`src/rtl/core/bai_pkg.sv`:
```
// Shared codes and cell control types for the bounded array list.
package bai_pkg;

	// Request operation codes
	localparam logic [2:0] OP_APPEND      = 3'd0;
	localparam logic [2:0] OP_REMOVE_LAST = 3'd1;
	localparam logic [2:0] OP_INSERT      = 3'd2;
	localparam logic [2:0] OP_DELETE      = 3'd3;
	localparam logic [2:0] OP_CLEAR       = 3'd4;
	localparam logic [2:0] OP_READ        = 3'd5;

	// Result status codes
	localparam logic [1:0] ST_OK    = 2'd0;
	localparam logic [1:0] ST_SIZE  = 2'd1;
	localparam logic [1:0] ST_INDEX = 2'd2;

	// Field widths fixed by the stream format
	localparam int OP_W     = 3;
	localparam int POS_W    = 6;
	localparam int WORD_W   = 32;
	localparam int STATUS_W = 2;
	localparam int COUNT_W  = 7;

	// Command broadcast to every cell
	typedef logic [1:0] cell_cmd_t;
	localparam cell_cmd_t CMD_HOLD   = 2'd0;
	localparam cell_cmd_t CMD_APPEND = 2'd1;
	localparam cell_cmd_t CMD_INSERT = 2'd2;
	localparam cell_cmd_t CMD_DELETE = 2'd3;

	typedef struct packed {
		cell_cmd_t        cmd;
		logic [POS_W-1:0] pos;
	} cell_ctl_t;

endpackage

```
`src/rtl/core/bai_cell.sv`:
```
// One storage cell of the list: holds an entry and trades it with its neighbors.
module bai_cell #(
	parameter int DATA_WIDTH = 32,
	parameter int IDX_W      = 6,
	parameter int INDEX      = 0
) (
	input  logic                  clk,
	input  bai_pkg::cell_ctl_t    ctl,
	input  logic [IDX_W-1:0]      tail,
	input  logic [DATA_WIDTH-1:0] word,
	input  logic [DATA_WIDTH-1:0] left,
	input  logic [DATA_WIDTH-1:0] right,
	output logic [DATA_WIDTH-1:0] q,
	output logic [DATA_WIDTH-1:0] rd
);

	localparam int CW = (IDX_W > bai_pkg::POS_W) ? IDX_W : bai_pkg::POS_W;
	localparam logic [CW-1:0] MY_IDX = CW'(INDEX);

	logic [DATA_WIDTH-1:0] entry_q;
	logic [DATA_WIDTH-1:0] entry_d;
	logic [CW-1:0]         pos_w;
	logic [CW-1:0]         tail_w;

	assign pos_w  = CW'(ctl.pos);
	assign tail_w = CW'(tail);

	// Pick the next entry: write, shift up from the left, shift down from the right
	always_comb begin
		entry_d = entry_q;
		unique case (ctl.cmd)
			bai_pkg::CMD_APPEND: begin
				if (MY_IDX == tail_w) entry_d = word;
			end
			bai_pkg::CMD_INSERT: begin
				if (MY_IDX == pos_w) entry_d = word;
				else if (MY_IDX > pos_w) entry_d = left;
			end
			bai_pkg::CMD_DELETE: begin
				if (MY_IDX >= pos_w) entry_d = right;
			end
			default: entry_d = entry_q;
		endcase
	end

	always_ff @(posedge clk) begin
		entry_q <= entry_d;
	end

	assign q  = entry_q;
	// Drive the read bus only when addressed
	assign rd = (MY_IDX == pos_w) ? entry_q : '0;

endmodule

```
`config.mk`:
```
export PLATFORM = sky130hd
export DESIGN_NAME = bai_cell
export DESIGN_NICKNAME = d
export VERILOG_FILES = /design/src/rtl/core/bai_pkg.sv /design/src/rtl/core/bai_cell.sv
export SDC_FILE = /design/constraint.sdc
export NUM_CORES = 1
export LEC_CHECK = 0
export ABC_CLOCK_PERIOD_IN_PS = 2600
export BUFFER_PORTS_ARGS = -buffer_cell sky130_fd_sc_hd__buf_2
export CAP_MARGIN = 20
export CORE_MARGIN = 2
export CORE_UTILIZATION = 41
export CTS_CLUSTER_DIAMETER = 150
export DETAILED_ROUTE_END_ITERATION = 10
export GPL_TIMING_DRIVEN = 0
export HOLD_SLACK_MARGIN = 0.15
export PLACE_DENSITY = 0.82
export SLEW_MARGIN = 20
export SYNTH_ARGS = -nofsm -noshare
export SYNTH_HDL_FRONTEND = slang
export SYNTH_SLANG_ARGS = --single-unit
```
`constraint.sdc`:
```
create_clock -name clk -period 2.6 [get_ports clk]
set_input_delay 0.13 -clock clk [delete_from_list [all_inputs] [get_ports clk]]
set_output_delay 0.13 -clock clk [all_outputs]
set_load 0.05 [all_outputs]
```
==> impl_metrics.py, run 1 <==
metrics = {
    "status": {
        "status": "complete, no violations",
    },
    "setup_path": {
        "worst-path-max-fanout": 19,
        "crit_family": "simple AND/OR/NAND/NOR gates",
        "end_kind": "flop",
        "slowest_delay_ns": 0.50,
        "cp.required_ns": 2.59,
        "path_buf_inv": 3,
        "start_kind": "primary input",
        "cp.arrival_ns": 1.82,
        "crit_chain": "buf_2, nor4_4, and2_1, buf_6, o221a_2, buf_16",
        "crit_type": "primary input to flop",
        "cpMaxStageDelayCell": "nor4_4",
    },
    "yosys": {
        "yosysWarnings": 0,
        "syn-instance-count": 229,
        "ys_types": 19,
        "synth_nets": 344,
        "syn-mean-instance-area_um2": 10.0,
        "syn_area_mm2": 0.00230,
        "ys_seq_area_share_pct": 41.8,
        "ys_seq_elements": 32,
    },
    "placement": {
        "dp_hpwl_um": 5620,
        "placed_cells": 476,
        "port_buffers": 174,
        "gp_congestion": 0.819,
    },
    "pwr": {
        "p_comb_share_pct": 38.0,
        "power.internal_w": 0.00106,
        "net-switching-power_w": 0.000639,
        "powerDensity_mw_per_mm2": 461,
        "p_seq_share_pct": 40.4,
        "power_w": 0.00170,
        "power.leakage_nw": 1.88,
        "p_clk_share_pct": 21.6,
        "p_sw_share_pct": 37.7,
        "irDropWorstVdd_mv": 0.247,
    },
    "clock_network": {
        "cts_root_buf": "clkbuf_8",
        "cts_buffers": 5,
        "clk_pin_slew_ns": 0.07,
        "clock_path_buffers": 2,
        "cts_tree": "done",
        "cts-htree-levels": 2,
        "clkSinkCount": 32,
    },
    "hold_path": {
        "worstHoldPathType": "primary input to flop",
    },
    "floorplanning": {
        "core-area_mm2": 0.00547,
        "die_x_um": 78.9,
        "dieArea_mm2": 0.00622,
        "die_height_um": 78.9,
        "start_util_pct": 42.0,
        "ios": 175,
        "rows": 27,
    },
    "finish": {
        "fin_util_pct": 67.3,
        "drive_gt1_share_pct": 51.0,
        "register_area_um2": 961,
        "layout_commonest_cell": "buf_2",
        "mostFrequentLayoutCells": "176 x buf_2, 64 x nand2_1, 35 x inv_1",
        "multi_input_area_mm2": 0.00105,
        "area_delta_synth_final_pct": 60.1,
        "nets": 557,
        "largest_register_ffs": 32,
        "antenna_cells": 0,
        "fillCellCount": 439,
        "final_cells": 515,
    },
    "routing": {
        "num_vias": 2534,
        "drc_errors": 0,
        "wl_per_cell_um": 14.9,
        "via_per_inst": 4.92,
        "finalWirelength_um": 7650,
        "ant_nets": 0,
        "drt-initial-drc-count": 105,
        "drt_pass1_iterations": 4,
    },
    "global_routing": {
        "grt_overflow": 0,
        "grt_pass1_wl_um": 12200,
        "grt_max_degree": 20,
        "antenna_found_initial": 0,
        "grt_pass1_vias": 2636,
        "grt_usage_pct": 25.2,
    },
    "sta": {
        "whs_ns": 0.165,
        "min_period_over_period_pct": 70.4,
        "setup-tns-final_ns": 0,
        "rsz0062_at_grt": "no",
        "slew-limit-headroom_pct": 60.9,
        "slew_violations": 0,
        "setup_viol": 0,
        "hold_viol": 0,
        "post-route-min-period_ns": 1.83,
        "max_freq_ghz": 0.546,
        "worst_slew_pin_slew_ns": 0.584,
    },
    "job": {
        "maxCapViolations": 0,
    },
}
[cells by family after synthesis]
kind of cell / Yosys count / share of synthesized area [%]
DFF: 32 / 41.8
buffers and inverters: 56 / 12.7
AOI/OAI and AO/OA: 35 / 22.1
and+or+nand+nor: 102 / 21.3
adders and majority gates: 4 / 2.18
[final timing paths]
kind / to / depth (start not counted) / start
max: q[8]$_DFFE_PP_ / 6 / ctl[0]
min: q[1]$_DFFE_PP_ / 3 / right[1]
[routing by layer]
layer,track usage [%],vias up,part of all wire [%]
li1,-,1232,-
met2,47.0,117,53
met4,9.31,0,2.7
met3,4.89,21,5.6
met5,0,-,0
met1,28.3,1164,38
[Yosys cell counts, drive strengths merged]
| library cell | n | area (um^2) |
|---|---|---|
| buf | 9 | 115 |
| a31oi | 1 | 21.3 |
| clkbuf | 12 | 45.0 |
| nor4 | 1 | 21.3 |
| nor2 | 3 | 11.3 |
| and3 | 32 | 203 |
| ha | 4 | 50.1 |
| o31ai | 1 | 7.51 |
| inv | 35 | 131 |
| or4 | 1 | 7.51 |
| edfxtp | 32 | 961 |
| o221ai | 32 | 468 |
| nand2 | 64 | 240 |
| and2 | 1 | 6.26 |
| o221a | 1 | 11.3 |
[worst min-delay path: cells and delay by family]
family | cells | cell delay, ns
buffers and inverters | 1 | 0.08
AND/OR/NAND/NOR | 1 | 0.06
AO/OA/AOI/OAI | 1 | 0.06
[what timing repair did]
item | CTS | global route
buffers inserted | 0 | 0
gates resized for setup | 0 | 0
endpoints found under the hold margin | 31 | 0
hold buffers | 31 | 0
[through the flow]
stage | area (um^2) | worst slack (ns)
after floorplan | 2300 | 0.445
after detailed placement | 3290 | 0.429
after global placement | 3260 | -0.177
after global routing | 3680 | 0.630
after CTS | 3680 | 0.718
final | 3680 | 0.769
[power groups by stage]
stage | combinational (W) | clock (W) | sequential [W]
3_5_place_dp | 0.000608 | 0 | 0.000695
5_1_grt | 0.000686 | 0.000394 | 0.000692
3_3_place_gp | 0.000588 | 0 | 0.000695
6_report | 0.000645 | 0.000366 | 0.000684
2_1_floorplan | 0.000175 | 0 | 0.000928
4_1_cts | 0.000645 | 0.000371 | 0.000684
[layout make-up]
| type | count | area share [%] |
|---|---|---|
| buffer | 21 | 4.35 |
| multi-input combinational | 141 | 28.4 |
| inverter | 35 | 3.57 |
| clock buffer | 5 | 1.87 |
| timing repair buffer | 206 | 32.8 |
| clock inverter | 3 | 0.374 |
| tap | 72 | 2.45 |
| sequential | 32 | 26.1 |
Power figures use the tool's default switching activity.
==> run 2, diff against run 1 <==
--- a/config.mk
+++ b/config.mk
@@ -5,16 +5,16 @@
 export SDC_FILE = /design/constraint.sdc
 export NUM_CORES = 1
 export LEC_CHECK = 0
-export ABC_CLOCK_PERIOD_IN_PS = 2600
+export ABC_CLOCK_PERIOD_IN_PS = 1520
 export BUFFER_PORTS_ARGS = -buffer_cell sky130_fd_sc_hd__buf_2
 export CAP_MARGIN = 20
 export CORE_MARGIN = 2
-export CORE_UTILIZATION = 41
+export CORE_UTILIZATION = 37
 export CTS_CLUSTER_DIAMETER = 150
 export DETAILED_ROUTE_END_ITERATION = 10
 export GPL_TIMING_DRIVEN = 0
 export HOLD_SLACK_MARGIN = 0.15
-export PLACE_DENSITY = 0.82
+export PLACE_DENSITY = 0.78
 export SLEW_MARGIN = 20
 export SYNTH_ARGS = -nofsm -noshare
 export SYNTH_HDL_FRONTEND = slang
==> constraint.sdc (replaced) <==
create_clock -name clk -period 1.52 [get_ports clk]
set_input_delay 0.076 -clock clk [delete_from_list [all_inputs] [get_ports clk]]
set_output_delay 0.076 -clock clk [all_outputs]
set_load 0.05 [all_outputs]
==> run 2 against run 1 <==
Die area up 10%. Non-clock buffer count up 3. Sequential power up 71%. Hold slack about the same. Routed wire length up 3.6%. Setup slack worse by 0.67 ns. First-iteration DRC count down 43%. Via count up 0.55%. Power up 72%. Clock power up 73%.
==> impl_metrics.py, run 2 (same netlist as run 1, synthesis figures left out) <==
metrics = {
    "global_routing": {
        "grt_pass1_vias": 2635,
        "antenna_found_initial": 0,
        "grt_pass1_wl_um": 12500,
        "grt_overflow": 0,
        "grt_usage_pct": 22.5,
        "grt_max_degree": 17,
    },
    "pwr": {
        "irDropWorstVdd_mv": 0.423,
        "power.leakage_nw": 1.92,
        "powerDensity_mw_per_mm2": 780,
        "power_w": 0.00292,
    },
    "setup_path": {
        "worst-path-max-fanout": 10,
        "cp.arrival_ns": 1.34,
        "cp.required_ns": 1.44,
        "crit_type": "primary input to output port",
        "start_kind": "primary input",
        "end_kind": "output port",
    },
    "finish": {
        "mostFrequentLayoutCells": "176 x buf_2, 64 x nand2_1, 35 x inv_1",
        "antenna_cells": 0,
        "largest_register_ffs": 32,
        "nets": 561,
        "fin_util_pct": 62.9,
        "drive_gt1_share_pct": 52.6,
        "area_delta_synth_final_pct": 62.9,
        "layout_commonest_cell": "buf_2",
    },
    "floorplanning": {
        "die_height_um": 82.8,
        "ios": 175,
        "start_util_pct": 38.6,
        "die_x_um": 82.8,
        "rows": 28,
        "dieArea_mm2": 0.00686,
        "core-area_mm2": 0.00596,
    },
    "sta": {
        "worst_slew_pin_slew_ns": 0.505,
        "slew_violations": 0,
        "rsz0062_at_grt": "no",
        "hold_viol": 0,
        "setup_viol": 0,
        "setup-tns-final_ns": 0,
        "slew-limit-headroom_pct": 66.3,
        "max_freq_ghz": 0.705,
        "whs_ns": 0.165,
        "post-route-min-period_ns": 1.42,
        "min_period_over_period_pct": 93.3,
    },
    "routing": {
        "drt-initial-drc-count": 60,
        "drc_errors": 0,
        "via_per_inst": 4.88,
        "finalWirelength_um": 7930,
        "num_vias": 2548,
        "wl_per_cell_um": 15.2,
        "drt_pass1_iterations": 4,
        "ant_nets": 0,
    },
    "job": {
        "maxCapViolations": 0,
    },
    "hold_path": {
        "worstHoldPathType": "primary input to flop",
    },
    "clock_network": {
        "clk_pin_slew_ns": 0.07,
        "cts_buffers": 5,
        "cts_root_buf": "clkbuf_8",
        "clkSinkCount": 32,
        "clock_path_buffers": 2,
        "cts_tree": "done",
        "cts-htree-levels": 2,
    },
    "placement": {
        "port_buffers": 174,
        "dp_hpwl_um": 5700,
        "gp_congestion": 0.834,
    },
    "status": {
        "status": "complete, no violations",
    },
}
## run 2: cell types whose count changed in the layout (fill, tap and decap cells not counted), moves of 2 or more
cell           before  now
buf_4               0    2
clkbuf_1           12    8
dlygate4sd3_1      31   33
clkbuf_2            0    4
o221a_4             0    2
## run 2: metrics by stage
stage	cell area [um^2]	instances	setup slack, ns
floorplan	2320	229	-0.0512
global placement	3280	478	-0.495
detailed placement	3280	478	-0.473
CTS	3730	522	0.0196
global route	3750	522	0.0138
finish	3750	522	0.102
## run 2: repair_timing
| action | CTS | global route |
|---|---|---|
| setup buffers | 2 | 0 |
| endpoints found under the setup margin | 62 | 35 |
| hold buffers | 33 | 0 |
| pin swaps | 1 | 0 |
| hold endpoints to repair | 32 | 0 |
| resized for setup | 3 | 7 |
| cloned | 1 | 0 |
## run 2: worst paths after layout
check	cells after the start	endpoint	startpoint
min	3	q[12]$_DFFE_PP_	word[12]
max	6	rd[13]	ctl[3]
## run 2: per-layer routing
metal  track usage [%]  vias to the layer above  wire length (um)
met1              24.0                     1158              2940
met3              4.57                       14               564
met4              6.41                        0               148
li1                  -                     1245                 -
met5                 0                        -                 0
met2              44.0                      131              4280
## run 2: power by group
| part | total [W] | internal, W | switching [W] |
|---|---|---|---|
| logic | 0.00112 | 0.000379 | 0.000737 |
| clock network | 0.000634 | 0.000311 | 0.000323 |
| registers | 0.00117 | 0.00112 | 0.0000528 |
| total | 0.00292 | 0.00181 | 0.00111 |
## run 2: layout make-up
type	instances	area, um^2
Fill cell	497	2210
Timing Repair Buffer	209	1220
Multi-Input combinational cell	142	1100
Sequential cell	32	961
Buffer	21	165
Inverter	35	131
Tap cell	75	93.8
Clock buffer	5	68.8
Clock inverter	3	13.8
## run 2: worst max-delay path, cell delays in order
cell and delay, ns:
buf_2 0.12, nor4_4 0.26, buf_4 0.19, clkbuf_2 0.23, and3_1 0.20, buf_2 0.26
==> run 3, diff against run 2 <==
--- a/config.mk
+++ b/config.mk
@@ -15,6 +15,7 @@
 export GPL_TIMING_DRIVEN = 0
 export HOLD_SLACK_MARGIN = 0.15
 export PLACE_DENSITY = 0.78
+export SETUP_SLACK_MARGIN = 0.5
 export SLEW_MARGIN = 20
 export SYNTH_ARGS = -nofsm -noshare
 export SYNTH_HDL_FRONTEND = slang
==> run 3 against run 2 <==
Cell count grew 5.0%. Sequential share of layout area is 5.6 points lower. Clock power down 2%. Die area stayed put. Critical path type is now primary input to flop. Combinational power up 21%. Power is 8.6% higher. Flip-flop and latch count did not move. Hold slack lost 0.0019 ns. Cell area up 28%. First-iteration DRC count rose by 83%.
==> impl_metrics.py, run 3 (same netlist as run 1, synthesis figures left out) <==
metrics = {
    "pwr": {
        "powerDensity_mw_per_mm2": 662,
        "p_comb_share_pct": 42.8,
        "power.leakage_nw": 2.14,
        "power_w": 0.00317,
        "p_clk_share_pct": 19.6,
        "p_seq_share_pct": 37.6,
        "irDropWorstVdd_mv": 0.444,
        "power.internal_w": 0.00200,
        "p_sw_share_pct": 37.0,
        "net-switching-power_w": 0.00118,
    },
    "clock_network": {
        "cts_buffers": 5,
        "clk_pin_slew_ns": 0.07,
        "clkSinkCount": 32,
        "cts_root_buf": "clkbuf_8",
        "clock_path_buffers": 2,
        "cts_tree": "done",
        "cts-htree-levels": 2,
    },
    "floorplanning": {
        "rows": 28,
        "core-area_mm2": 0.00596,
        "start_util_pct": 38.6,
        "ios": 175,
        "die_height_um": 82.8,
        "dieArea_mm2": 0.00686,
        "die_x_um": 82.8,
    },
    "global_routing": {
        "grt_pass1_vias": 2952,
        "antenna_found_initial": 0,
        "grt_max_degree": 11,
        "grt_usage_pct": 25.3,
        "grt_overflow": 0,
        "grt_pass1_wl_um": 14000,
    },
    "setup_path": {
        "cp.required_ns": 1.49,
        "end_kind": "flop",
        "crit_start": "tail[1]",
        "worst-path-max-fanout": 8,
        "crit_type": "primary input to flop",
        "start_kind": "primary input",
        "cp.arrival_ns": 1.40,
        "crit_end": "q[1]$_DFFE_PP_",
    },
    "routing": {
        "finalWirelength_um": 9390,
        "wl_met2_um": 5250,
        "drt_pass1_iterations": 4,
        "num_vias": 2796,
        "drt-met1-wl_um": 3320,
        "highest_layer": "met4",
        "via_per_inst": 5.10,
        "wl_met3_um": 658,
        "wl_per_cell_um": 17.1,
        "drt-initial-drc-count": 110,
        "drc_errors": 0,
        "ant_nets": 0,
    },
    "status": {
        "status": "complete, no violations",
    },
    "sta": {
        "slew_violations": 0,
        "slew-limit-headroom_pct": 66.5,
        "rsz0062_at_grt": "yes",
        "worst_slew_pin_slew_ns": 0.503,
        "whs_ns": 0.163,
        "hold_viol": 0,
        "min_period_over_period_pct": 94.3,
        "setup_ws_ns": 0.0869,
        "max_freq_ghz": 0.698,
        "setup_viol": 0,
        "post-route-min-period_ns": 1.43,
    },
    "placement": {
        "place_ws_ns": -0.488,
        "place_area_mm2": 0.00348,
        "dp_hpwl_um": 5480,
        "port_buffers": 174,
        "gp_congestion": 0.750,
    },
    "finish": {
        "drive_gt1_share_pct": 62.7,
        "register_area_um2": 961,
        "design_area_mm2": 0.00480,
        "mostFrequentLayoutCells": "127 x buf_2, 64 x nand2_1, 39 x buf_8",
        "largest_register_ffs": 32,
        "fillCellCount": 363,
        "fin_util_pct": 80.5,
        "layout_commonest_cell": "buf_2",
        "area_delta_synth_final_pct": 109,
        "multi_input_area_mm2": 0.00132,
        "nets": 586,
    },
    "hold_path": {
        "min_from": "word[13]",
        "worstHoldPathType": "primary input to flop",
    },
    "job": {
        "maxCapViolations": 0,
    },
}
[run 3: area by class of cell]
class	instances	share of cell area, %
repair buffers	233	40.9
inverters	35	2.79
well taps	75	1.96
clock inverters	1	0.0783
multi-input cells	143	27.6
diodes	1	0.0522
flip-flops and latches	32	20.0
plain buffers	21	5.01
clock buffers	7	1.59
[run 3: worst min-delay path by stage]
stage,slack (ns),end,depth (start not counted)
final,0.16,q[13]$_DFFE_PP_,3
after global routing,0.18,q[6]$_DFFE_PP_,3
after CTS,0.15,q[25]$_DFFE_PP_,3
after detailed placement,0.36,q[11]$_DFFE_PP_,3
after global placement,0.36,q[27]$_DFFE_PP_,3
after floorplan,0.27,q[15]$_DFFE_PP_,2
[run 3: power by group through the flow]
stage | Combinational [W] | Sequential [W] | Clock, W
floorplan | 0.000325 | 0.00159 | 0
global placement | 0.00104 | 0.00120 | 0
detailed placement | 0.00105 | 0.00120 | 0
CTS | 0.00128 | 0.00118 | 0.000639
global route | 0.00142 | 0.00121 | 0.000673
finish | 0.00136 | 0.00119 | 0.000623
[run 3: critical path, stage by stage]
cell,delay [ns]
buf_6,0.09
or4_4,0.53
o31ai_4,0.31
o221a_2,0.40
[run 3: per-stage QoR]
step,TNS (ns),instances
2_1_floorplan,-1.64,229
3_3_place_gp,-18.03,478
3_5_place_dp,-21.95,478
4_1_cts,0,540
5_1_grt,0,547
6_report,0,548
[run 3: timing repair]
item,in CTS,in global routing
endpoints found under the setup margin,96,108
pin swaps,7,5
gates cloned,7,1
endpoints found under the hold margin,32,0
buffers inserted,14,6
gates resized for setup,124,48
hold buffers,33,0
[run 3: per-layer routing]
layer	GRT usage, %	vias up
met5	0	-
met4	7.45	0
met3	5.07	17
met2	50.0	159
met1	26.7	1318
li1	-	1302
