**src/rtl/core/bai_pkg.sv**
```systemverilog
// Shared codes and cell control types for the bounded array list.
package bai_pkg;

	// Request operation codes
	localparam logic [2:0] OP_APPEND      = 3'd0;
	localparam logic [2:0] OP_REMOVE_LAST = 3'd1;
	localparam logic [2:0] OP_INSERT      = 3'd2;
	localparam logic [2:0] OP_DELETE      = 3'd3;
	localparam logic [2:0] OP_CLEAR       = 3'd4;
	localparam logic [2:0] OP_READ        = 3'd5;

	// Result status codes
	localparam logic [1:0] ST_OK    = 2'd0;
	localparam logic [1:0] ST_SIZE  = 2'd1;
	localparam logic [1:0] ST_INDEX = 2'd2;

	// Field widths fixed by the stream format
	localparam int OP_W     = 3;
	localparam int POS_W    = 6;
	localparam int WORD_W   = 32;
	localparam int STATUS_W = 2;
	localparam int COUNT_W  = 7;

	// Command broadcast to every cell
	typedef logic [1:0] cell_cmd_t;
	localparam cell_cmd_t CMD_HOLD   = 2'd0;
	localparam cell_cmd_t CMD_APPEND = 2'd1;
	localparam cell_cmd_t CMD_INSERT = 2'd2;
	localparam cell_cmd_t CMD_DELETE = 2'd3;

	typedef struct packed {
		cell_cmd_t        cmd;
		logic [POS_W-1:0] pos;
	} cell_ctl_t;

endpackage

```
**src/rtl/core/bai_ctrl.sv**
```systemverilog
// Request decode, entry count, status and result register for the array list.
module bai_ctrl #(
	parameter int DEPTH      = 64,
	parameter int DATA_WIDTH = 32,
	parameter int IDX_W      = 6,
	parameter int CNT_W      = 7
) (
	input  logic                           clk,
	input  logic                           arst_n,
	input  logic                           in_valid,
	output logic                           in_ready,
	input  logic [bai_pkg::OP_W-1:0]       op,
	input  logic [bai_pkg::POS_W-1:0]      pos,
	input  logic [DATA_WIDTH-1:0]          rd_word,
	output bai_pkg::cell_ctl_t             ctl,
	output logic [IDX_W-1:0]               tail,
	output logic                           out_valid,
	input  logic                           out_ready,
	output logic [bai_pkg::STATUS_W-1:0]   status,
	output logic [bai_pkg::WORD_W-1:0]     word_out,
	output logic [bai_pkg::COUNT_W-1:0]    count_now
);

	localparam int PW = (CNT_W > bai_pkg::POS_W) ? CNT_W : bai_pkg::POS_W;
	localparam logic [CNT_W-1:0] FULL_CNT = CNT_W'(DEPTH);

	logic                            fire;
	logic [CNT_W-1:0]                count_q;
	logic [CNT_W-1:0]                count_d;
	logic [bai_pkg::STATUS_W-1:0]    status_d;
	logic [bai_pkg::WORD_W-1:0]      word_d;
	bai_pkg::cell_cmd_t              cmd_d;
	logic                            full;
	logic                            empty;
	logic                            pos_oob;
	logic                            out_valid_q;
	logic [bai_pkg::STATUS_W-1:0]    status_q;
	logic [bai_pkg::WORD_W-1:0]      word_q;
	logic [bai_pkg::COUNT_W-1:0]     count_now_q;

	// Accept while the result register is free or being drained
	assign in_ready = !out_valid_q || out_ready;
	assign fire     = in_valid && in_ready;

	assign full    = (count_q == FULL_CNT);
	assign empty   = (count_q == '0);
	assign pos_oob = (PW'(pos) >= PW'(count_q));

	// Decode the request against the current count
	always_comb begin
		count_d  = count_q;
		status_d = bai_pkg::ST_OK;
		word_d   = '0;
		cmd_d    = bai_pkg::CMD_HOLD;
		unique case (op)
			bai_pkg::OP_APPEND: begin
				if (full) status_d = bai_pkg::ST_SIZE;
				else begin
					cmd_d   = bai_pkg::CMD_APPEND;
					count_d = count_q + 1'b1;
				end
			end
			bai_pkg::OP_REMOVE_LAST: begin
				if (empty) status_d = bai_pkg::ST_SIZE;
				else count_d = count_q - 1'b1;
			end
			bai_pkg::OP_INSERT: begin
				if (full) status_d = bai_pkg::ST_SIZE;
				else if (pos_oob) status_d = bai_pkg::ST_INDEX;
				else begin
					cmd_d   = bai_pkg::CMD_INSERT;
					count_d = count_q + 1'b1;
				end
			end
			bai_pkg::OP_DELETE: begin
				if (empty) status_d = bai_pkg::ST_SIZE;
				else if (pos_oob) status_d = bai_pkg::ST_INDEX;
				else begin
					cmd_d   = bai_pkg::CMD_DELETE;
					count_d = count_q - 1'b1;
				end
			end
			bai_pkg::OP_CLEAR: begin
				count_d = '0;
			end
			bai_pkg::OP_READ: begin
				if (pos_oob) status_d = bai_pkg::ST_INDEX;
				else word_d = bai_pkg::WORD_W'(rd_word);
			end
			default: begin
				status_d = bai_pkg::ST_OK;
			end
		endcase
	end

	// Drive the cells only on an accepted transaction
	assign ctl.cmd = fire ? cmd_d : bai_pkg::CMD_HOLD;
	assign ctl.pos = pos;
	assign tail    = IDX_W'(count_q);

	// Hold the entry count
	always_ff @(posedge clk or negedge arst_n) begin
		if (!arst_n) begin
			count_q <= '0;
		end else if (fire) begin
			count_q <= count_d;
		end
	end

	// Result register valid flag
	always_ff @(posedge clk or negedge arst_n) begin
		if (!arst_n) begin
			out_valid_q <= 1'b0;
		end else if (fire) begin
			out_valid_q <= 1'b1;
		end else if (out_ready) begin
			out_valid_q <= 1'b0;
		end
	end

	// Result payload
	always_ff @(posedge clk) begin
		if (fire) begin
			status_q    <= status_d;
			word_q      <= word_d;
			count_now_q <= bai_pkg::COUNT_W'(count_d);
		end
	end

	assign out_valid = out_valid_q;
	assign status    = status_q;
	assign word_out  = word_q;
	assign count_now = count_now_q;

`ifndef SYNTHESIS
	a_count_bound: assert property (@(posedge clk) disable iff (!arst_n)
		count_q <= FULL_CNT)
		else $error("entry count above capacity");

	a_clear_empties: assert property (@(posedge clk) disable iff (!arst_n)
		fire && (op == bai_pkg::OP_CLEAR) |=> (count_q == '0))
		else $error("clear left entries behind");

	a_fail_keeps_count: assert property (@(posedge clk) disable iff (!arst_n)
		fire && (status_d != bai_pkg::ST_OK) |=> (count_q == $past(count_q)))
		else $error("failed request changed the count");

	a_word_only_on_read: assert property (@(posedge clk) disable iff (!arst_n)
		out_valid_q && (status_q != bai_pkg::ST_OK) |-> (word_q == '0))
		else $error("word returned on a failed request");

	a_cells_idle_without_fire: assert property (@(posedge clk) disable iff (!arst_n)
		!fire |-> (ctl.cmd == bai_pkg::CMD_HOLD))
		else $error("cells moved without a transaction");
`endif

endmodule

```
**config.mk**
```make
export PLATFORM = sky130hd
export DESIGN_NAME = bai_ctrl
export DESIGN_NICKNAME = d
export VERILOG_FILES = /design/src/rtl/core/bai_pkg.sv /design/src/rtl/core/bai_ctrl.sv
export SDC_FILE = /design/constraint.sdc
export NUM_CORES = 1
export LEC_CHECK = 0
export BUFFER_PORTS_ARGS = -buffer_cell sky130_fd_sc_hd__buf_2
export CAP_MARGIN = 40
export CORE_MARGIN = 2
export CORE_UTILIZATION = 48
export DETAILED_ROUTE_END_ITERATION = 8
export GPL_TIMING_DRIVEN = 0
export PLACE_DENSITY = 0.85
export SETUP_SLACK_MARGIN = 0.05
export SLEW_MARGIN = 20
export SYNTH_ARGS = -nofsm -noshare
export SYNTH_HDL_FRONTEND = slang
export SYNTH_SLANG_ARGS = --single-unit
```
**constraint.sdc**
```tcl
create_clock -name clk -period 2.55 [get_ports clk]
set_clock_uncertainty 0.1 [all_clocks]
set_input_delay 0.255 -clock clk [delete_from_list [all_inputs] [get_ports clk]]
set_output_delay 0.255 -clock clk [all_outputs]
set_load 0.02 [all_outputs]
```
==> results.py, run 1 <==
metrics = {
    "logic_synthesis": {
        "number_of_flops_mapped_to_enable_cells_by_yosys": 41,
        "synth.yosys.seq_area_share_pct": 55.9,
        "ys_seq_elements": 49,
        "syn-num-nets": 285,
        "postSynth.topFlopCell": "sky130_fd_sc_hd__edfxtp_1",
        "synth_top_area_share_pct": 48.0,
        "synth_area_per_cell_um2": 11.0,
        "synth.yosys.warnings": 0,
        "synth_top_cells_by_area": "sky130_fd_sc_hd__edfxtp_1 48%, sky130_fd_sc_hd__and2_1 8.1%, sky130_fd_sc_hd__dfrtp_1 7.8%, sky130_fd_sc_hd__ha_1 3.9%, sky130_fd_sc_hd__buf_4 3.5%",
        "synthCells": 232,
        "post_synth_design_cell_area_mm2": 0.00256,
        "yosys.cell_types.count": 47,
        "async_reset_ff_share_pct": 16.3,
        "synth_largest_area_cell": "sky130_fd_sc_hd__edfxtp_1",
    },
    "place": {
        "place_congestion": 0.848,
        "place.detailed.instances": 404,
        "pre_cts_ws_ns": -0.0487,
        "detail_placement_hpwl_um": 4330,
        "portBuffers": 101,
    },
    "clock_network": {
        "cts.root.buffer_cell": "sky130_fd_sc_hd__clkbuf_8",
        "cts_buffer_depth": 2,
        "tritoncts.num_buffers": 5,
        "worst_skew_pair.late_latency_ns": 0.30,
        "cts.htree.levels": 2,
        "cts_tree": "done",
        "path_clk_slew_ns": 0.09,
        "clock_sink_count": 49,
    },
    "finish": {
        "n_fill_cell": 416,
        "finish.net_count": 400,
        "most_common_cell_after_layout_fill_and_taps_aside": "sky130_fd_sc_hd__buf_2",
        "area.sequential_mm2": 0.00143,
        "post_route_non_filler_standard_cell_count": 418,
        "antenna-diode-count": 0,
        "most-common-layout-cells": "101 x sky130_fd_sc_hd__buf_2, 41 x sky130_fd_sc_hd__edfxtp_1, 33 x sky130_fd_sc_hd__and2_1",
        "multi_input_comb_area_mm2": 0.00103,
        "fraction_of_layout_instances_using_a_drive_strength_above_1_pct": 44.8,
        "layout-area-overhead-vs-synth_pct": 34.1,
    },
    "critical_path": {
        "cp_cell_sequence": "buf_6 -> inv_4 -> ha_4 -> a21oi_2 -> o21ai_2 -> a41oi_2 -> or2_4 -> nand4_1 -> a211oi_2 -> buf_4",
        "setup.worst_path.end_class": "output port",
        "arrival_ns": 2.22,
        "timing_worst_setup_path_type": "reg2out",
        "timing.reg2reg.setup_slack_ns": 0.19,
        "cp_slowest_stage_delay_ns": 0.40,
        "crit_path_top_delay_cell": "sky130_fd_sc_hd__dfrtp_1",
        "critical_path.startpoint_type": "flip-flop",
        "critical_path_peak_fanout": 2,
        "required_arrival_time_at_the_worst_endpoint_ns": 2.19,
    },
    "timing": {
        "relSlewSlack_pct": 62.3,
        "rsz0062_at_grt": "yes",
        "layout_min_cycle_time_ns": 2.57,
        "tightestPinTransition_ns": 0.564,
        "max_freq_mhz": 389,
        "drv_slew": 0,
        "setup-violations-final": 1,
        "finalSetupTns_ns": -0.0216,
        "timing.final.hold_violations": 0,
        "hold_ws_ns": 0.0594,
        "layout_worst_path_cycle_share_pct": 101,
        "postLayoutSetupSlackWorst_ns": -0.0216,
    },
    "drt": {
        "drt_pass1_iterations": 4,
        "remaining_drc_errors": 0,
        "route.detailed.vias_per_inst": 5.11,
        "detailedRoute.firstIterationViolations": 108,
        "number_of_vias_in_the_routed_layout": 2134,
        "post_route_wl_um": 5850,
        "route.detailed.wl_per_inst_um": 14.0,
        "detail-route-antenna-nets": 0,
    },
    "outcome": {
        "status": "finished, violations left",
        "failed_checks": "negative setup slack",
    },
    "global_route": {
        "global_route.usage.met2_pct": 35.7,
        "track_usage_pct": 20.1,
        "first_pass_grt_wire_length_um": 9490,
        "met3_resource_use_gr_pct": 4.71,
        "grt_overflow_total": 0,
        "first_global_vias": 2080,
        "gr-max-usage-layer": "met2",
        "number_of_antenna_violations_at_the_first_check_in_global_routing": 0,
        "largest_net_degree_at_the_start_of_global_routing": 27,
        "gr-usage-met1_pct": 24.3,
    },
    "floorplanning": {
        "start_util_pct": 49.9,
        "placementRows": 26,
        "core_region_area_mm2": 0.00514,
        "die_area_mm2": 0.00594,
        "ioPinCount": 102,
        "die-width_um": 77.1,
        "die_height_um": 77.1,
    },
    "power_and_ir_drop": {
        "design_power_total_mw": 2.82,
        "power_density_mw_per_mm2": 822,
        "cellLeakagePower_nw": 1.57,
        "ir_worst_vdd_uv": 565,
    },
    "min_path": {
        "min-delay-path-class": "in2reg",
    },
    "flow_run": {
        "cap_violations": 0,
    },
}
area by class of cell:
type | count | area share, %
sequential | 49 | 41.7
multi-input combinational | 153 | 29.9
timing repair buffer | 108 | 17.0
buffer | 22 | 4.44
tap | 70 | 2.55
clock buffer | 5 | 2.00
clock inverter | 3 | 1.27
inverter | 8 | 1.13
state kept, by name, summed over array words and instances (netlist names):
register / cells
count_now: 7
count_q: 7
out_valid: 1
status: 2
word_out: 32
routing by layer:
layer	up-vias	share of wire, %	routed length, um
li1	1048	-	-
met1	969	40	2340
met2	102	51	2990
met3	15	7.1	414
met4	0	1.8	106
met5	-	0	0
Yosys cell counts, types with 2 or more instances:
library cell                n
sky130_fd_sc_hd__nand2_1   23
sky130_fd_sc_hd__nor3_1     5
sky130_fd_sc_hd__clkbuf_1   5
sky130_fd_sc_hd__ha_1       8
sky130_fd_sc_hd__inv_1      8
sky130_fd_sc_hd__edfxtp_1  41
sky130_fd_sc_hd__a211oi_1   2
sky130_fd_sc_hd__nor2_1    10
sky130_fd_sc_hd__o21ai_0   11
sky130_fd_sc_hd__nand2b_1   5
sky130_fd_sc_hd__buf_4     12
sky130_fd_sc_hd__and2_1    33
sky130_fd_sc_hd__nor2b_1    2
sky130_fd_sc_hd__xor2_1     2
sky130_fd_sc_hd__dfrtp_1    8
sky130_fd_sc_hd__and3_1     3
sky130_fd_sc_hd__a21oi_1   10
sky130_fd_sc_hd__and3_2     2
sky130_fd_sc_hd__o221ai_1   2
sky130_fd_sc_hd__buf_2      4
sky130_fd_sc_hd__nand3_1    8
sky130_fd_sc_hd__nand4_1    2
sky130_fd_sc_hd__or2_2      2
repair_timing:
item                                    in CTS  in global routing
hold buffers                                 1                  0
resized for setup                           16                  9
endpoints found under the setup margin      32                 34
setup buffers                                4                  1
pin swaps                                    4                  3
endpoints found under the hold margin        8                  0
critical path: cells and delay by family, from the launching register on:
kind | cells | cell delay, ns
simple gates | 2 | 0.28
fa+ha+maj | 1 | 0.19
flops | 1 | 0.40
compound gates | 4 | 0.68
buf+inv | 3 | 0.37
path summary, 6_finish.rpt:
path / to / from / cells after the start
setup / recovery: ctl[6] / count_q[2] / 10
hold / removal: out_valid / in_valid / 2
setup reg to reg: word_out[17] / count_q[1] / 10
hold reg to reg: count_q[0] / count_q[0] / 1
max in group asynchronous: count_q[5] / arst_n / 2
min in group asynchronous: count_q[1] / arst_n / 2
per-stage QoR:
stage | utilization, % | instance area, um2
3_5_place_dp | 62.0 | 3190
5_1_grt | 66.8 | 3440
6_report | 66.8 | 3440
3_3_place_gp | 61.5 | 3160
4_1_cts | 66.3 | 3410
2_1_floorplan | - | 2570
report_power, final:
part | leakage, nW | switching (mW) | internal (mW)
sequential | 0.503 | 0.0536 | 1.00
combinational | 1.01 | 0.689 | 0.530
clock | 0.0585 | 0.256 | 0.294
kinds of logic (layout without fill, tap and decap cells):
kind of cell	count (synthesis)	in the layout	share of synthesized area, %
buffers and inverters	30	146	6.64
adders and majority gates	8	8	3.91
AOI/OAI and AO/OA	41	41	10.7
and+or+nand+nor	100	100	21.4
muxes	1	1	0.391
xor gates and xnor gates	3	3	1.03
DFF	49	49	55.9
Note: power is estimated with default switching activity, not from simulation.
==> run 2: changes to the inputs <==
--- a/config.mk
+++ b/config.mk
@@ -5,7 +5,7 @@
 export SDC_FILE = /design/constraint.sdc
 export NUM_CORES = 1
 export LEC_CHECK = 0
-export BUFFER_PORTS_ARGS = -buffer_cell sky130_fd_sc_hd__buf_2
+export BUFFER_PORTS_ARGS = -buffer_cell sky130_fd_sc_hd__buf_4
 export CAP_MARGIN = 40
 export CORE_MARGIN = 2
 export CORE_UTILIZATION = 48
==> run 2 against run 1 <==
Net effect: the flow now finishes without violations; sequential share of layout area is 3.1 points lower; hold slack worse by 0.0074 ns; clock-buffer cell count stayed put; non-clock buffer count is 2 higher; via count is 2.8% higher; highest routed layer unchanged.
==> results.py, run 2 (synthesis results as in run 1) <==
metrics = {
    "outcome": {
        "status": "finished, final reports clean",
    },
    "place": {
        "place_congestion": 0.843,
        "portBuffers": 101,
        "detail_placement_hpwl_um": 4560,
        "cell_area_after_placement_mm2": 0.00344,
    },
    "clock_network": {
        "tritoncts.num_buffers": 5,
        "cts_tree": "done",
        "cts_buffer_depth": 2,
        "path_clk_slew_ns": 0.09,
        "cts.root.buffer_cell": "sky130_fd_sc_hd__clkbuf_8",
        "worst_skew_pair.late_latency_ns": 0.30,
        "cts.htree.levels": 2,
        "clock_sink_count": 49,
    },
    "finish": {
        "number_of_flip_flops_in_the_largest_register": 32,
        "layout.cell_area.non_filler_mm2": 0.00371,
        "final_core_utilization_pct": 72.2,
        "antenna-diode-count": 0,
        "fraction_of_layout_instances_using_a_drive_strength_above_1_pct": 46.3,
        "most-common-layout-cells": "120 x sky130_fd_sc_hd__buf_4, 41 x sky130_fd_sc_hd__edfxtp_1, 33 x sky130_fd_sc_hd__and2_1",
        "n_fill_cell": 400,
        "layout-area-overhead-vs-synth_pct": 44.9,
        "most_common_cell_after_layout_fill_and_taps_aside": "sky130_fd_sc_hd__buf_4",
        "finish.net_count": 402,
    },
    "drt": {
        "detail-route-antenna-nets": 0,
        "drt_pass1_iterations": 4,
        "route.detailed.wl_per_inst_um": 14.8,
        "number_of_vias_in_the_routed_layout": 2193,
        "route.detailed.vias_per_inst": 5.22,
        "post_route_wl_um": 6200,
        "remaining_drc_errors": 0,
        "detailedRoute.firstIterationViolations": 135,
    },
    "power_and_ir_drop": {
        "cellLeakagePower_nw": 1.66,
        "power_density_mw_per_mm2": 797,
        "power.share.sequential_pct": 35.8,
        "power.share.clock_pct": 18.9,
        "design_power_total_mw": 2.96,
        "power_switching_share_pct": 34.9,
        "power.switching_mw": 1.03,
        "comb_power_share_pct": 45.3,
        "intPower_mw": 1.93,
        "ir_worst_vdd_uv": 473,
    },
    "floorplanning": {
        "ioPinCount": 102,
        "start_util_pct": 49.9,
        "die_area_mm2": 0.00594,
        "die_height_um": 77.1,
        "placementRows": 26,
        "die-width_um": 77.1,
        "core_region_area_mm2": 0.00514,
    },
    "critical_path": {
        "setup.worst_path.end_class": "output port",
        "cp_slowest_stage_delay_ns": 0.43,
        "arrival_ns": 2.14,
        "critical_path_peak_fanout": 4,
        "crit_path_top_delay_cell": "sky130_fd_sc_hd__dfrtp_2",
        "required_arrival_time_at_the_worst_endpoint_ns": 2.19,
        "timing_worst_setup_path_type": "reg2out",
        "critical_path.startpoint_type": "flip-flop",
        "cp_cell_sequence": "inv_1 -> ha_4 -> a21oi_2 -> nand2_1 -> a41oi_2 -> or2_4 -> nand4_1 -> a211oi_2 -> buf_4",
    },
    "global_route": {
        "gr-max-usage-layer": "met2",
        "number_of_antenna_violations_at_the_first_check_in_global_routing": 0,
        "global_route.usage.met2_pct": 38.3,
        "first_pass_grt_wire_length_um": 9880,
        "grt_overflow_total": 0,
        "track_usage_pct": 20.8,
        "met3_resource_use_gr_pct": 4.00,
        "gr-usage-met1_pct": 25.8,
        "largest_net_degree_at_the_start_of_global_routing": 28,
        "first_global_vias": 2033,
    },
    "timing": {
        "rsz0062_at_grt": "yes",
        "relSlewSlack_pct": 56.6,
        "max_freq_mhz": 401,
        "timing.final.hold_violations": 0,
        "finalSetupTns_ns": 0,
        "tightestPinTransition_ns": 0.648,
        "layout_min_cycle_time_ns": 2.49,
        "layout_worst_path_cycle_share_pct": 97.8,
        "setup-violations-final": 0,
        "drv_slew": 0,
    },
    "min_path": {
        "min-delay-path-class": "in2reg",
    },
    "flow_run": {
        "cap_violations": 0,
    },
}
run 2: changes by cell type in the layout (fill, tap and decap cells not counted), sizes merged:
cell	before	now
buf	123	124
clkbuf	11	12
run 2: path summary, 6_finish.rpt:
kind | from | endpoint | slack [ns] | depth (start not counted)
worst max-delay path | count_q[5] | ctl[6] | 0.06 | 9
worst min-delay path | in_valid | out_valid | 0.05 | 2
worst max register to register | count_q[3] | count_now[5] | 0.18 | 10
worst min register to register | out_valid | out_valid | 0.46 | 2
max in group asynchronous | arst_n | count_q[5] | 2.00 | 2
min in group asynchronous | arst_n | count_q[0] | 0.21 | 2
run 2: area by class of cell:
cell class	instances	area, um2	share of cell area, %
clock inverter	3	43.8	1.18
clock buffer	5	68.8	1.85
timing repair buffer	110	848	22.8
inverter	8	38.8	1.04
tap	70	87.6	2.36
sequential	49	1440	38.6
buffer	22	154	4.14
multi-input combinational	153	1040	27.9
run 2: power groups by stage:
stage          registers [mW]  logic, mW  clock network, mW
2_1_floorplan            1.15      0.686                  0
3_3_place_gp             1.08       1.09                  0
6_report                 1.06       1.34              0.558
3_5_place_dp             1.09       1.12                  0
5_1_grt                  1.08       1.45              0.595
4_1_cts                  1.06       1.24              0.564
run 2: metal layers:
layer	part of all wire [%]	up-vias
li1	-	1049
met4	0.90	0
met3	7.4	8
met5	0	-
met1	40	1034
met2	52	102
run 2: stage by stage:
stage	worst slack, ns	std cells	hold slack (ns)
2_1_floorplan	0.145	232	-0.141
3_3_place_gp	-0.0421	403	-0.0155
3_5_place_dp	-0.0550	404	-0.0138
4_1_cts	0.0549	417	0.0523
5_1_grt	0.00408	420	0.0679
6_report	0.0571	420	0.0519
run 2: repair_timing:
item / 4_1_cts / 5_1_grt
buffers inserted: 4 / 3
setup endpoints to repair: 33 / 35
pin swaps: 2 / 0
hold buffers: 1 / 0
resized for setup: 11 / 18
endpoints found under the hold margin: 8 / 0
run 2: worst max-delay path: cells and delay by family (launching register included):
kind,cells,cell delay (ns)
AOI/OAI and AO/OA,3,0.55
adders and majority gates,1,0.23
buffers and inverters,2,0.28
DFF,1,0.43
and+or+nand+nor,3,0.35
==> run 3: changes to the inputs <==
--- a/config.mk
+++ b/config.mk
@@ -7,8 +7,10 @@
 export LEC_CHECK = 0
 export BUFFER_PORTS_ARGS = -buffer_cell sky130_fd_sc_hd__buf_4
 export CAP_MARGIN = 40
+export CELL_PAD_IN_SITES_DETAIL_PLACEMENT = 1
+export CELL_PAD_IN_SITES_GLOBAL_PLACEMENT = 1
 export CORE_MARGIN = 2
-export CORE_UTILIZATION = 48
+export CORE_UTILIZATION = 36
 export DETAILED_ROUTE_END_ITERATION = 8
 export GPL_TIMING_DRIVEN = 0
 export PLACE_DENSITY = 0.85
==> run 3 against run 2 <==
Net effect: the flow now finishes with violations (negative setup slack); die area increased by 31%; total power up 1.9%; clock-buffer cell count is the same; final cell count up 7.9%; sequential power about the same; fmax is 2.3% lower; setup slack worse by 0.060 ns; critical path depth stayed put; critical path type unchanged; critical endpoint unchanged; highest routed layer unchanged.
==> results.py, run 3 (synthesis results as in run 1) <==
metrics = {
    "power_and_ir_drop": {
        "power.share.sequential_pct": 35.0,
        "cellLeakagePower_nw": 1.68,
        "power_density_mw_per_mm2": 795,
        "power.switching_mw": 1.13,
        "intPower_mw": 1.89,
        "power.share.clock_pct": 16.7,
        "ir_worst_vdd_uv": 374,
        "comb_power_share_pct": 48.3,
        "power_switching_share_pct": 37.4,
    },
    "finish": {
        "number_of_flip_flops_in_the_largest_register": 32,
        "antenna-diode-count": 0,
        "fraction_of_layout_instances_using_a_drive_strength_above_1_pct": 48.2,
        "most-common-layout-cells": "128 x sky130_fd_sc_hd__buf_4, 41 x sky130_fd_sc_hd__edfxtp_1, 33 x sky130_fd_sc_hd__and2_1",
        "most_common_cell_after_layout_fill_and_taps_aside": "sky130_fd_sc_hd__buf_4",
        "post_route_non_filler_standard_cell_count": 453,
        "layout-area-overhead-vs-synth_pct": 48.0,
        "finish.net_count": 409,
    },
    "place": {
        "place.detailed.instances": 430,
        "portBuffers": 101,
        "detail_placement_hpwl_um": 5680,
        "place_congestion": 0.862,
        "pre_cts_ws_ns": -0.0812,
    },
    "drt": {
        "detail-route-antenna-nets": 0,
        "route.detailed.wl_per_inst_um": 17.2,
        "post_route_wl_um": 7780,
        "remaining_drc_errors": 0,
        "route.detailed.vias_per_inst": 4.95,
        "number_of_vias_in_the_routed_layout": 2241,
        "detailedRoute.firstIterationViolations": 98,
        "drt_pass1_iterations": 4,
    },
    "critical_path": {
        "worst_setup_path_startpoint": "count_q[1]",
        "required_arrival_time_at_the_worst_endpoint_ns": 2.19,
        "arrival_ns": 2.20,
        "critical_path_peak_fanout": 5,
        "critical_path.startpoint_type": "flip-flop",
        "r2r-start": "count_q[0]",
        "setup.worst_path.end_class": "output port",
        "timing.reg2reg.setup_slack_ns": 0.12,
        "reg2regPathDepth": 8,
        "timing_worst_setup_path_type": "reg2out",
    },
    "outcome": {
        "status": "finished, violations left",
        "failed_checks": "negative setup slack",
    },
    "clock_network": {
        "cts.htree.levels": 2,
        "worst_skew_pair.late_latency_ns": 0.32,
        "tritoncts.num_buffers": 5,
        "clock_sink_count": 49,
        "cts_tree": "done",
        "cts_buffer_depth": 2,
        "cts.root.buffer_cell": "sky130_fd_sc_hd__clkbuf_8",
        "path_clk_slew_ns": 0.11,
    },
    "timing": {
        "layout_worst_path_cycle_share_pct": 100,
        "rsz0062_at_grt": "yes",
        "postLayoutSetupSlackWorst_ns": -0.00254,
        "tightestPinTransition_ns": 0.671,
        "drv_slew": 0,
        "setup-violations-final": 1,
        "relSlewSlack_pct": 55.1,
        "max_freq_mhz": 392,
        "layout_min_cycle_time_ns": 2.55,
        "timing.final.hold_violations": 0,
    },
    "floorplanning": {
        "placementRows": 30,
        "start_util_pct": 37.5,
        "ioPinCount": 102,
        "die_area_mm2": 0.00781,
        "core_region_area_mm2": 0.00683,
        "die_height_um": 88.4,
        "die-width_um": 88.4,
    },
    "global_route": {
        "track_usage_pct": 19.0,
        "grt_overflow_total": 0,
        "largest_net_degree_at_the_start_of_global_routing": 31,
        "first_pass_grt_wire_length_um": 11400,
        "first_global_vias": 2233,
        "number_of_antenna_violations_at_the_first_check_in_global_routing": 0,
    },
    "min_path": {
        "min-delay-path-class": "in2reg",
        "whs_path_cells": 2,
        "holdCritStartpoint": "in_valid",
    },
    "flow_run": {
        "cap_violations": 0,
    },
}
## run 3: layer usage
metal | vias up | global-route usage (%) | routed length [um] | share of wire [%]
met5 | - | 0 | 0 | 0
met2 | 77 | 34.7 | 4110 | 53
li1 | 1060 | - | - | -
met3 | 9 | 4.01 | 476 | 6.1
met4 | 0 | 5.23 | 87 | 1.1
met1 | 1095 | 22.4 | 3110 | 40
## run 3: stage by stage
stage / hold slack, ns / setup TNS, ns / total power [mW] / util, % / instance area [um2]
6_report: 0.0402 / -0.00254 / 3.01 / 55.5 / 3790
3_3_place_gp: -0.0128 / -0.131 / 2.18 / 50.4 / 3440
5_1_grt: 0.0435 / -0.137 / 3.17 / 55.5 / 3790
3_5_place_dp: -0.0145 / -1.55 / 2.23 / 50.7 / 3460
4_1_cts: 0.0351 / 0 / 2.90 / 54.4 / 3710
2_1_floorplan: -0.141 / 0 / 1.84 / - / 2570
## run 3: final timing paths
path | endpoint
setup / recovery | ctl[6]
hold / removal | out_valid
setup reg to reg | count_now[2]
hold reg to reg | count_q[1]
max in group asynchronous | count_q[5]
min in group asynchronous | count_q[0]
## run 3: timing repair
item                                    in CTS  in global routing
hold endpoints to repair                     8                  0
hold buffers                                 1                  0
resized for setup                           21                 13
endpoints found under the setup margin      34                 37
setup buffers                                8                  6
pin swaps                                    6                  4
## run 3: area by class of cell
| cell class | count | area [um2] |
|---|---|---|
| Clock inverter | 3 | 26.3 |
| Timing Repair Buffer | 117 | 893 |
| Clock buffer | 5 | 68.8 |
| Inverter | 8 | 38.8 |
| Multi-Input combinational cell | 153 | 1060 |
| Sequential cell | 49 | 1430 |
| Buffer | 22 | 153 |
| Tap cell | 96 | 120 |
| Fill cell | 774 | 3040 |
## run 3: critical path, cell delays in order (launching register included)
cell and delay, ns:
sky130_fd_sc_hd__dfrtp_1 0.44, sky130_fd_sc_hd__inv_1 0.11, sky130_fd_sc_hd__ha_1 0.22, sky130_fd_sc_hd__a21oi_4 0.15
sky130_fd_sc_hd__o21ai_2 0.08, sky130_fd_sc_hd__a41oi_2 0.21, sky130_fd_sc_hd__or2_4 0.16, sky130_fd_sc_hd__nand4_1 0.10
sky130_fd_sc_hd__a211oi_2 0.24, sky130_fd_sc_hd__buf_4 0.18
## run 3: power groups by stage
stage	clock network [mW]	logic (mW)	registers [mW]
3_5_place_dp	0	1.14	1.09
5_1_grt	0.538	1.57	1.06
6_report	0.504	1.46	1.05
4_1_cts	0.512	1.34	1.06
2_1_floorplan	0	0.686	1.15
3_3_place_gp	0	1.10	1.09
